<file path="config.mk">
export PLATFORM = sky130hd
export DESIGN_NAME = fqa_mul
export DESIGN_NICKNAME = d
export VERILOG_FILES = /design/src/sv/fqa_pkg.sv /design/src/sv/fqa_mul.sv
export SDC_FILE = /design/constraint.sdc
export NUM_CORES = 2
export LEC_CHECK = 0
export ABC_AREA = 1
export ABC_CLOCK_PERIOD_IN_PS = 20100
export BUFFER_PORTS_ARGS = -buffer_cell sky130_fd_sc_hd__buf_2
export CAP_MARGIN = 5
export CORE_MARGIN = 2
export CORE_UTILIZATION = 30
export CTS_BUF_LIST = sky130_fd_sc_hd__clkbuf_8
export DETAILED_ROUTE_END_ITERATION = 16
export PLACE_DENSITY = 0.47
export SLEW_MARGIN = 20
export SYNTH_ARGS = -nofsm -noshare
export SYNTH_HDL_FRONTEND = slang
export SYNTH_SLANG_ARGS = --single-unit
</file>
<file path="constraint.sdc">
create_clock -name aclk -period 20.1 [get_ports aclk]
set_input_delay 1.005 -clock aclk [delete_from_list [all_inputs] [get_ports aclk]]
set_output_delay 1.005 -clock aclk [all_outputs]
set_load 0.02 [all_outputs]
</file>
<file path="src/sv/fqa_pkg.sv">
// Shared widths, opcodes and item structs for the Q24.8 fixed-point ALU.
// No dependencies; every other file imports this package.
package fqa_pkg;

    // Word and fraction widths of the raw fixed-point values
    localparam int WORD_W = 32;
    localparam int FRAC_W = 8;

    // Derived widths
    localparam int QUOT_W   = WORD_W + FRAC_W;
    localparam int PROD_W   = 2 * WORD_W;
    localparam int OPCODE_W = 4;

    // Stream widths, filled up to whole bytes
    localparam int S_TDATA_W = ((2 * WORD_W + 7) / 8) * 8;
    localparam int M_TDATA_W = ((WORD_W + 7) / 8) * 8;
    localparam int S_TUSER_W = OPCODE_W;
    localparam int M_TUSER_W = 3;

    // Operation codes
    typedef enum logic [OPCODE_W-1:0] {
        OP_ADD     = 4'd0,
        OP_SUB     = 4'd1,
        OP_MUL     = 4'd2,
        OP_DIV     = 4'd3,
        OP_GT      = 4'd4,
        OP_LT      = 4'd5,
        OP_GE      = 4'd6,
        OP_LE      = 4'd7,
        OP_EQ      = 4'd8,
        OP_NE      = 4'd9,
        OP_MIN     = 4'd10,
        OP_MAX     = 4'd11,
        OP_INC     = 4'd12,
        OP_DEC     = 4'd13,
        OP_FROMINT = 4'd14,
        OP_TOINT   = 4'd15
    } op_t;

    // Result of every operation other than divide, known early in the pipe
    typedef struct packed {
        logic [WORD_W-1:0] res;
        logic              cmp;
        logic              ovf;
    } early_t;

    // Side information that rides along with the divider stages
    typedef struct packed {
        logic   is_div;
        logic   neg;
        logic   bzero;
        early_t early;
    } tag_t;

    // One finished result item
    typedef struct packed {
        logic [WORD_W-1:0] res;
        logic              cmp;
        logic              ovf;
        logic              dz;
    } item_t;

endpackage

</file>
<file path="src/sv/fqa_mul.sv">
// Two-stage fixed-point multiplier on operand magnitudes: product, then
// fraction shift, overflow check and sign. Depends on fqa_pkg.
module fqa_mul (
    input  logic                      aclk,
    input  logic                      en,
    input  logic [fqa_pkg::WORD_W-1:0] mag_a,
    input  logic [fqa_pkg::WORD_W-1:0] mag_b,
    input  logic                      neg,
    output logic [fqa_pkg::WORD_W-1:0] res,
    output logic                      ovf
);
    import fqa_pkg::*;

    localparam int SHIFT_W = PROD_W - FRAC_W;

    logic [PROD_W-1:0]  prod_reg;
    logic               neg_reg;
    logic [WORD_W-1:0]  res_reg, res_next;
    logic               ovf_reg, ovf_next;
    logic [SHIFT_W-1:0] shifted;
    logic [SHIFT_W-1:0] limit;
    logic [SHIFT_W-1:0] negated;

    // Drop the fraction bits, check the range for the sign and apply the sign
    always_comb begin
        shifted  = prod_reg[PROD_W-1:FRAC_W];
        limit    = {{(SHIFT_W-WORD_W){1'b0}}, neg_reg, {(WORD_W-1){~neg_reg}}};
        negated  = '0 - shifted;
        ovf_next = shifted > limit;
        res_next = neg_reg ? negated[WORD_W-1:0] : shifted[WORD_W-1:0];
    end

    // Multiply stage, then finish stage
    always_ff @(posedge aclk) begin
        if (en) begin
            prod_reg <= PROD_W'(mag_a) * PROD_W'(mag_b);
            neg_reg  <= neg;
            res_reg  <= res_next;
            ovf_reg  <= ovf_next;
        end
    end

    assign res = res_reg;
    assign ovf = ovf_reg;

endmodule

</file>
Word level (Yosys, flattened, before mapping)
Cells that the tools add are included.
- register bits after elaboration: 98
- word-level logic and storage cells: 9
- output and inout port bits: 33
- bits of input ports: 67
- add/sub/neg operators: 1
- bitwise operators: 1
- multipliers: 1
- mux-type cells: 1
- $lt $le $gt $ge: 1
- operator list (cell ; count):
    $mul 32x32->64 ; 1
    $gt 56x32->1 ; 1
    $mux 32 ; 1
    $sub 1x32->32 const A ; 1
    $not 1->1 ; 1

Longest topological paths before layout
- depth in word-level cells: 2
- depth in mapped cells: 32
- mapped depth without buffers: 31

Worst setup path before layout
No wires, ideal clock.
- path kind: input port to flip-flop
- start point: input mag_a[16] (netlist bit)
- end point: register prod_reg[58], data pin
- cell stages on the path: 27
- setup time: 252 ps
- buffers on the path: 1
- slack: 13036 ps
- arrival time: 6811 ps
- data required time: 19848 ps
- path through: clkbuf_1 nand2_1 fa_1 inv_1 fa_1 inv_1 fa_1 inv_1 fa_1 inv_1 fa_1 inv_1 fa_1 fa_1 fa_1 ha_1 nand2_1 nor2_1 inv_2 nor2_1 inv_1 nor3_2 nand2_1 nand2_1 nand2_1 nand3_1 nand2_1
- word-level cells in the longest chain between the ends: 1
- RTL lines (what ; line ; RTL):
    start, declared ; fqa_mul.sv:6 ; input logic [fqa_pkg::WORD_W-1:0] mag_a,
    $mul 32x32->64 ; fqa_mul.sv:36 ; prod_reg <= PROD_W'(mag_a) * PROD_W'(mag_b);
    end signal, assigned ; fqa_mul.sv:36 ;
    end, declared ; fqa_mul.sv:16 ; logic [PROD_W-1:0] prod_reg;
No other way between the ends.
A chain may end at the register's enable or synchronous reset.

Final worst setup path
- start point: input mag_a[16] (netlist bit)
- end point: register prod_reg[41], data pin
The elaborated chain is that of the path after synthesis.

==> out/metrics.csv <==
stage,metric,value,unit
logic_synthesis,Mean Syn Cell Area,7.760,um^2
timing,RSZ-0062 raised after global routing,no,
placed_design,Port Buffers,99,
floorplan,Die Height,366.5,um
timing,max-slew violation count,0,
cts,htree depth,3,
floorplan,starting density of the core,0.3032,
routing,DRT iter0 DRCs,1710,
worst_setup_path,"most used cell, CP",fa_1,
cells_and_area,share of layout cells above drive strength 1,0.03050,
logic_synthesis,Synth Area in Compound Gates,0.02644,
timing,Max-slew headroom,0.2641,
logic_synthesis,Adder-Cell Fraction of Synth Area,0.5476,
global_route,Total GRT Usage,0.1867,
logic_synthesis,post-synthesis mux area share,0,
timing,Final min period,8.020,ns
global_route,largest net degree at the start of global routing,58,
worst_setup_path,family with the most delay on the worst path,adder cells,
cells_and_area,max reg flops,56,
logic_synthesis,Yosys cell types,36,
cells_and_area,"commonest non-fill, non-tap cell in the layout",inv_1,
logic_synthesis,XOR/XNOR share of the synthesized area,0.01289,
cts,CTS buffer count,9,
outcome,outcome,finished clean,
cts,CTS sink cnt,90,
logic_synthesis,Synth Register Bits,90,
logic_synthesis,Synth Net Count,6334,
timing,Slew @ Worst Pin,1.104,ns
worst_setup_path,CP peak stage delay,0.71,ns
placed_design,post-DP HPWL,97.61,mm
global_route,gr ovfl total,0,
cts,hold_buf cts,0,
timing,hold slack,0.4570,ns
placed_design,DP Worst Slack,11.76,ns
routing,wire per inst,18.20,um
cts,# Post-CTS Setup Buffers,0,
logic_synthesis,combinational family with the most area after synthesis,adder cells,
floorplan,Top Ports,100,
cells_and_area,Final Core Density,0.3207,
routing,via count,30202,
worst_setup_path,crit path max fanout,32,
routing,first drt pass iteration count,6,
cts,CTS resizes,0,
logic_synthesis,Gate Count Post-Synth,5079,
timing,Clock Skew,0.02167,ns
global_route,vias in the first global route,32709,
logic_synthesis,largest cells by area after synthesis,"fa_1, inv_1, nand2_1, ha_1, edfxtp_1",
timing,Finish-stage setup viols,0,
logic_synthesis,post-synth top area cell,fa_1,
logic_synthesis,Post-Synth Simple-Gate Area,0.1697,
worst_setup_path,Buf/Inv on CP,7,
routing,drt total wl,123.0,mm
routing,Antenna Nets Post-Route,0,
floorplan,Die X,366.5,um
min_path,class of the worst hold path,flip-flop to flip-flop,
cells_and_area,Final #Nets,6267,
placed_design,gpl congestion,0.9296,
cells_and_area,"Area growth, synth to finish",5.771,%
floorplan,core outline area,130000,um^2
cts,CTS tree,done,
timing,post-route setup TNS,0,ns
cts,Root Buffer,clkbuf_8,
timing,Final Hold Viols,0,
job,max cap viols,0,
global_route,first-pass GRT wire length,194.3,mm
worst_setup_path,WP data required,20.25,ns
logic_synthesis,Synth top area share,0.4546,
worst_setup_path,critical path arrival,8.17,ns
timing,Setup WS post-layout,12.08,ns
logic_synthesis,Synthesis Warnings,0,
cts,CTS Buffer Depth,2,
worst_setup_path,startpoint types,input pin,
global_route,initial antenna violation count,2,
worst_setup_path,CP Class,input pin to flip-flop,
floorplan,Die ar.,134300,um^2
timing,fmax,0.1247,GHz
worst_setup_path,"Slowest-stage cell, CP",buf_2,
logic_synthesis,post-synth design cell area,39410,um^2
logic_synthesis,sequential area share after synthesis,0.06857,
cts,Worst-path clk slew,0.10,ns
cells_and_area,most frequent cells in the layout,"inv_1, nand2_1, fa_1, ha_1, nor2_1",
worst_setup_path,crit end category,flip-flop,
routing,detailed-route vias per instance,4.469,
routing,drt drc,0,
floorplan,cell row count,132,
timing,Final period util,0.3990,
cells_and_area,Ant. Diodes,0,
cts,"Clk Latency, worst-skew pair",0.40,ns
[cells in the mapped netlist]
cell type / count
a21boi_0: 2
a21o_1: 6
a21oi_1: 110
a31oi_1: 1
and2_0: 1
and2_1: 1
buf_1: 1
clkbuf_1: 195
edfxtp_1: 90
fa_1: 895
ha_1: 293
inv_1: 1632
inv_2: 7
nand2_1: 1400
nand2_2: 1
nand3_1: 60
nand3b_1: 4
nand4_1: 15
nor2_1: 185
nor2_2: 3
nor2_4: 2
nor3_1: 26
nor3_2: 2
nor4_1: 12
nor4_2: 2
o211ai_1: 1
o21a_1: 4
o21ai_0: 52
o21ai_1: 2
o21ai_2: 3
o21bai_1: 10
o31a_1: 1
o31ai_1: 1
or2_2: 1
xnor2_1: 15
xor2_1: 43
[path summary, 6_finish.rpt]
path / from / to / slack [ns] / cells past startpoint
hold / removal: prod_reg[8] / res[0] / 0.46 / 0
setup / recovery: mag_a[16] / prod_reg[41] / 12.08 / 25
hold reg to reg: prod_reg[8] / res[0] / 0.46 / 0
setup reg to reg: neg_reg / ovf / 17.46 / 11
[logic make-up (layout without fill, tap and decap cells)]
family                     count (synthesis)  count (layout)
DFF                                       90              90
adders and majority gates               1188            1188
xor gates and xnor gates                  58              58
and+or+nand+nor                         1715            1715
buffers and inverters                   1835            1772
AOI/OAI and AO/OA                        193             193
[metrics by stage]
stage	cells	area, um^2
after CTS	6758	41690
after floorplan	5079	39410
after global routing	6758	41690
after global placement	6743	41500
final	6758	41690
after detailed placement	6743	41500
[metal layers]
| metal | vias to the layer above | track usage | share of wire |
|---|---|---|---|
| li1 | 14046 | - | - |
| met1 | 15452 | 0.2480 | 0.43 |
| met2 | 607 | 0.3373 | 0.51 |
| met3 | 97 | 0.008659 | 0.033 |
| met4 | 0 | 0.03561 | 0.018 |
| met5 | - | 0 | 0 |
[worst reg2reg max path, cell delays in order, from the launching register on]
cell,delay [ns]
edfxtp_1,0.34
buf_4,0.48
inv_1,0.41
ha_1,0.32
inv_1,0.05
a21oi_1,0.05
o21a_1,0.16
o21bai_1,0.16
nand3_1,0.09
nand3_1,0.12
nand2_1,0.06
a21oi_1,0.22
[layout make-up]
cell class,instances,area [um^2]
clock inverters,6,66.31
flip-flops and latches,90,2703
multi-input cells,3154,29820
inverters,1639,6152
clock buffers,9,123.9
well taps,1742,2180
repair buffers,118,640.6
fillers,14097,88290
Power is not shown: default switching activity piles up to over one toggle a cycle in this logic, so the estimate is an artifact.
