===== config.mk =====
export PLATFORM = sky130hd
export DESIGN_NAME = fqa_skid
export DESIGN_NICKNAME = d
export VERILOG_FILES = /design/src/sv/fqa_pkg.sv /design/src/sv/fqa_skid.sv
export SDC_FILE = /design/constraint.sdc
export NUM_CORES = 1
export LEC_CHECK = 0
export BUFFER_PORTS_ARGS = -buffer_cell sky130_fd_sc_hd__buf_2
export CAP_MARGIN = 20
export CORE_MARGIN = 3
export CORE_UTILIZATION = 45
export DETAILED_ROUTE_END_ITERATION = 10
export PLACE_DENSITY = 0.68
export SYNTH_ARGS = -nofsm -noshare
export SYNTH_HDL_FRONTEND = slang
export SYNTH_SLANG_ARGS = --single-unit

===== constraint.sdc =====
create_clock -name aclk -period 6.2 [get_ports aclk]
set_input_delay 1.24 -clock aclk [delete_from_list [all_inputs] [get_ports aclk]]
set_output_delay 1.24 -clock aclk [all_outputs]
set_load 0.02 [all_outputs]

===== src/sv/fqa_pkg.sv =====
// Shared widths, opcodes and item structs for the Q24.8 fixed-point ALU.
// No dependencies; every other file imports this package.
package fqa_pkg;

    // Word and fraction widths of the raw fixed-point values
    localparam int WORD_W = 32;
    localparam int FRAC_W = 8;

    // Derived widths
    localparam int QUOT_W   = WORD_W + FRAC_W;
    localparam int PROD_W   = 2 * WORD_W;
    localparam int OPCODE_W = 4;

    // Stream widths, filled up to whole bytes
    localparam int S_TDATA_W = ((2 * WORD_W + 7) / 8) * 8;
    localparam int M_TDATA_W = ((WORD_W + 7) / 8) * 8;
    localparam int S_TUSER_W = OPCODE_W;
    localparam int M_TUSER_W = 3;

    // Operation codes
    typedef enum logic [OPCODE_W-1:0] {
        OP_ADD     = 4'd0,
        OP_SUB     = 4'd1,
        OP_MUL     = 4'd2,
        OP_DIV     = 4'd3,
        OP_GT      = 4'd4,
        OP_LT      = 4'd5,
        OP_GE      = 4'd6,
        OP_LE      = 4'd7,
        OP_EQ      = 4'd8,
        OP_NE      = 4'd9,
        OP_MIN     = 4'd10,
        OP_MAX     = 4'd11,
        OP_INC     = 4'd12,
        OP_DEC     = 4'd13,
        OP_FROMINT = 4'd14,
        OP_TOINT   = 4'd15
    } op_t;

    // Result of every operation other than divide, known early in the pipe
    typedef struct packed {
        logic [WORD_W-1:0] res;
        logic              cmp;
        logic              ovf;
    } early_t;

    // Side information that rides along with the divider stages
    typedef struct packed {
        logic   is_div;
        logic   neg;
        logic   bzero;
        early_t early;
    } tag_t;

    // One finished result item
    typedef struct packed {
        logic [WORD_W-1:0] res;
        logic              cmp;
        logic              ovf;
        logic              dz;
    } item_t;

endpackage


===== src/sv/fqa_skid.sv =====
// Output register with one skid entry; parts the result channel from the
// pipeline enable. Depends on fqa_pkg.
module fqa_skid (
    input  logic           aclk,
    input  logic           aresetn,
    input  logic           in_valid,
    input  fqa_pkg::item_t in_item,
    output logic           in_ready,
    output logic           out_valid,
    output fqa_pkg::item_t out_item,
    input  logic           out_ready
);
    import fqa_pkg::*;

    logic  out_valid_reg, out_valid_next;
    item_t out_item_reg, out_item_next;
    logic  skid_valid_reg, skid_valid_next;
    item_t skid_item_reg, skid_item_next;
    logic  take;

    // Load the output from the skid entry first, else from the pipeline
    always_comb begin
        out_valid_next  = out_valid_reg;
        out_item_next   = out_item_reg;
        skid_valid_next = skid_valid_reg;
        skid_item_next  = skid_item_reg;
        take            = out_valid_reg && out_ready;
        if (skid_valid_reg) begin
            if (take) begin
                out_item_next   = skid_item_reg;
                skid_valid_next = 1'b0;
            end
        end else if (!out_valid_reg || take) begin
            out_valid_next = in_valid;
            out_item_next  = in_item;
        end else if (in_valid) begin
            skid_valid_next = 1'b1;
            skid_item_next  = in_item;
        end
    end

    // Hold the valid flags
    always_ff @(posedge aclk) begin
        if (!aresetn) begin
            out_valid_reg  <= 1'b0;
            skid_valid_reg <= 1'b0;
        end else begin
            out_valid_reg  <= out_valid_next;
            skid_valid_reg <= skid_valid_next;
        end
    end

    // Hold the payloads
    always_ff @(posedge aclk) begin
        out_item_reg  <= out_item_next;
        skid_item_reg <= skid_item_next;
    end

    assign in_ready  = !skid_valid_reg;
    assign out_valid = out_valid_reg;
    assign out_item  = out_item_reg;

endmodule


## Word level (Yosys, flattened, before mapping)

Index checks and enable logic that the tools add are counted.
W data, S select, Z words.

- Flip-flop bits (word level): 72
- Output and inout bits: 37
- Input bits: 39

- Bitwise gates (word level): 2
- Eq/ne operators: 1
- Reductions and logical operators: 8
- Multiplexer cells: 7

Operators by type and width:

| cell | count |
|---|---|
| $mux W35 | 3 |
| $mux W1 | 4 |
| $reduce_and A2 Y1 | 2 |
| $reduce_and A3 Y1 | 1 |
| $logic_not A1 Y1 | 2 |
| $ne A2 B1 Y1 const B | 1 |
| $not A1 Y1 | 2 |
| $reduce_bool A2 Y1 | 1 |
| $logic_and A1 B1 Y1 | 1 |
| $logic_or A1 B1 Y1 | 1 |

## Depth between registers and ports, before layout

- Word-level depth: 4
- Mapped depth: 3
- Gate-level depth less buffers: 2

## Worst setup path before layout

Ideal clock, no wire load.

- Path type: register to register
- From: register skid_valid_reg
- To: register out_item_reg (netlist bit out_item[0]) (enable)
- Arrival: 2.999 ns
- Data required time: 5.724 ns
- Path slack: 2.725 ns
- Stages on the path, launching flop included: 3
- Library setup time: 0.476 ns
- Path through: dfxtp_1 -> buf_6 -> o21ai_0

- Word-level cells in the longest chain between the ends: 2
- Elaborated cells on any way between the ends: 3

RTL lines:

| element | line | text |
|---|---|---|
| start, declared | fqa_skid.sv:17 | `logic skid_valid_reg, skid_valid_next;` |
| start signal, assigned | fqa_skid.sv:49 | `skid_valid_reg <= skid_valid_next;` |
| $ne A2 B1 Y1 (no line) / $reduce_bool A2 Y1 (equally long branches) | n/a |  |
| $reduce_and A2 Y1 (no line) (*) | n/a |  |
| end signal, assigned | fqa_skid.sv:55 | `out_item_reg <= out_item_next;` |
| end, declared | fqa_skid.sv:16 | `item_t out_item_reg, out_item_next;` |

Mark *: on every way between the ends. The rest lies on a longest branch, timed or not.
A chain may end at the register's enable or synchronous reset.

## Worst setup path in the final report

- From: register skid_valid_reg
- To: output in_ready

- Word-level cells in the longest chain between the ends: 1

RTL lines:

| element | line | text |
|---|---|---|
| $logic_not A1 Y1 | fqa_skid.sv:59 | `assign in_ready = !skid_valid_reg;` |
| end, declared | fqa_skid.sv:8 | `output logic in_ready,` |

Every way passes these cells.

==> summary.txt <==
Outcome
  • Result of the run: complete, no violations

Drt
  • ANT nets after route: 0
  • Max layer used: met4
  • DR WL/cell: approximately 16 µm
  • DRT iter0 DRCs: 94
  • Vias per inst: slightly below 5
  • DRC Markers: 0
  • Met2 wire len: ~2200 µm
  • Met3 wire len: 321 µm
  • Routed WL: about 4600 µm
  • DR vias: ~1400
  • M1 wire length: roughly 2000 µm
  • First-pass DRT Iterations: 4

Die
  • CORE AREA: roughly 5600 µm²
  • FP Rows: 27
  • Starting Density: 0.472
  • Height of the die: 82.7 µm
  • Die area: 6840 µm²
  • Die Width: about 83 µm
  • Ports: 76

Clock network
  • Post_cts resized: 0
  • Reg clk slew, reported paths: 0.07 ns
  • Post-CTS Setup Inserts: 0
  • Root Driver: clkbuf_8
  • CTS tree: yes
  • Clock latency at the later pin of the worst-skew pair: 0.33 ns
  • Clock Path Buffers: 2
  • Num CTS Buffers: 9
  • H-tree Lvls: 3
  • Sink Count: 72
  • Hold-fix buffers, CTS: 0

Synth
  • Asr flop ratio synth: 0
  • Synth Area in XOR/XNOR: 0
  • Simple-gate area share of the yosys netlist: 0.0170
  • Most frequent cell after synthesis: edfxtp_1
  • Syn_nets: 160
  • Instance count of the mapped netlist: 121
  • Post-synthesis compound-gate area fraction: 0.00709
  • Number of synthesized register bits: 72
  • Largest family of logic cells by synthesized area: multiplexers
  • Main synth FF type: edfxtp_1
  • Share of the synthesized area in the top cell type: 0.794
  • Register area share after synthesis: 0.809
  • Synth unique cells: 13
  • Synth Area per Inst: 21.9 µm²
  • Commonest cells in the netlist: edfxtp_1, mux2_2, buf_6
  • Synth Area in Adders: 0
  • Mux contribution to synthesized area: 0.149
  • Ys Warns: 0
  • Post-synth top area cell: edfxtp_1
  • Synthesized cell area: between 2000 and 3000 µm²
  • Number of synthesized flops with an enable pin: 70
  • Synth area leaders: edfxtp_1, mux2_2, buf_6, dfxtp_1, and4bb_2

Worst setup path
  • Critical path type: register to output pin
  • CP Data Arrival Time: about 1.6 ns
  • Critical path buffers and inverters: 2
  • Crit path max-delay family: flip-flops
  • Cell count of the worst reg-to-reg path: 1
  • Max incr delay on CP: slightly below 1 ns
  • Critical Path Sink Type: output pin
  • Worst Setup EP: in_ready
  • Reg-to-reg slack, setup: roughly 4.1 ns
  • CP max-delay cell: dfxtp_2
  • Critical-path cell list: inv_1 -> buf_2
  • Startpoint Class: register
  • Required @ worst endpoint: 4.96 ns
  • Crit Path Max Fanout: slightly above 40
  • R2R Path End: skid_item_reg[20]
  • FF-to-FF Start: skid_valid_reg
  • Crit path depth: 2
  • Worst setup path startpoint: skid_valid_reg

Global routing
  • GRT Total Usage: 0.148
  • Initial antenna violation count: 0
  • Number of global-route vias before repair: about 1400
  • Grt total ovfl: 0
  • Pin count of the biggest net entering global routing: 42
  • First-pass GRT wire length: 7120 µm

Timing
  • Fin crit share: 0.452
  • Hold Vio Cnt, Final: 0
  • Max-slew violations: 0
  • Rel. slew slack: 0.350
  • Skew final: around 0.0079 ns
  • Worst-Margin Slew: roughly 0.97 ns
  • Setup TNS: 0 ns
  • Final setup vio count: 0
  • Unrepaired setup endpoints after global routing: false
  • Final min period: between 2 and 3 ns
  • Setup ws final: around 3.4 ns
  • Fmax: between 300 and 400 MHz

Layout
  • Final nets: around 240
  • Area growth syn-to-layout: 24.9%
  • Fill cells: 448
  • Share of cells above drive strength 1: 0.615
  • # diodes: 0

Pwr
  • Sw Share: 0.226
  • Ratio of total power to cell area: 333 nW/µm²
  • Net Sw Power: about 250 µW
  • Pint: around 850 µW
  • Sequential Power Share: 0.541
  • Max rail drop VDD: approximately 0.00018 V
  • Leak: 1.25 nW
  • Comb pwr share: 0.116
  • Clock power share: 0.343

Place
  • I/O Buffers: 75
  • Final Wtd Congestion: 0.639
  • Post-place setup slack: between 3 and 4 ns
  • Detailed placement HPWL: roughly 3000 µm

Worst hold path
  • Min-delay src: skid_item_reg[4]
  • Min-Delay Path Class: register to register

Flow run
  • Max_cap viols: 0
routing by layer:
layer / vias to the layer above / GRT usage
met5: - / 0
met4: 0 / 0.0784
met3: 8 / 0.0369
met2: 57 / 0.227
met1: 679 / 0.196
li1: 645 / -
power groups by stage:
| stage | Sequential (mW) | Combinational (mW) | Clock (mW) |
|---|---|---|---|
| 2_1_floorplan | 0.641 | 0.0404 | 0 |
| 3_3_place_gp | 0.606 | 0.121 | 0 |
| 3_5_place_dp | 0.607 | 0.124 | 0 |
| 4_1_cts | 0.597 | 0.124 | 0.386 |
| 5_1_grt | 0.600 | 0.137 | 0.410 |
| 6_report | 0.596 | 0.127 | 0.378 |
area by class of cell:
type | instances | area (µm²) | share of cell area
Tap cell | 72 | 90.1 | 0.0272
Sequential cell | 72 | 2140 | 0.648
Clock buffer | 10 | 128 | 0.0386
Timing Repair Buffer | 76 | 403 | 0.122
Clock inverter | 5 | 72.6 | 0.0219
Multi-Input combinational cell | 44 | 469 | 0.142
Inverter | 1 | 3.75 | 0.00113
cell families after synthesis:
logic type / Yosys count
DFF: 72
muxes: 35
and+or+nand+nor: 6
buffers and inverters: 5
AOI/OAI and AO/OA: 3
how the worst min path moves through the flow:
stage	endpoint	slack [ns]	depth (start not counted)
after CTS	out_item[34]	0.55	1
after floorplan	out_item[0]	0.52	1
final	out_item[4]	0.55	1
after global placement	out_item[20]	0.53	1
after global routing	out_item[4]	0.56	1
after detailed placement	out_item[5]	0.54	1
through the flow:
| step | util | std cells | hold slack (ns) | instance area [µm²] | power, mW |
|---|---|---|---|---|---|
| 2_1_floorplan | - | 121 | 0.523 | 2650 | 0.681 |
| 3_3_place_gp | 0.550 | 264 | 0.528 | 3080 | 0.726 |
| 3_5_place_dp | 0.550 | 264 | 0.535 | 3080 | 0.731 |
| 4_1_cts | 0.585 | 279 | 0.548 | 3280 | 1.11 |
| 5_1_grt | 0.590 | 280 | 0.563 | 3310 | 1.15 |
| 6_report | 0.590 | 280 | 0.547 | 3310 | 1.10 |
layout by cell type, fill, tap and decap left out:
master     count
a21oi_2        1
bufinv_16      2
and3b_1        1
nand2_1        2
inv_1          1
clkbuf_1       1
buf_2         75
and4bb_2       1
o21ai_4        1
clkinv_2       1
edfxtp_1      70
clkbuf_8       9
clkinv_1       2
o21ai_1        1
dfxtp_2        1
buf_16         1
and2b_2        1
nand3b_1       1
mux2_2        35
dfxtp_1        1
Power figures use the tool's default switching activity.
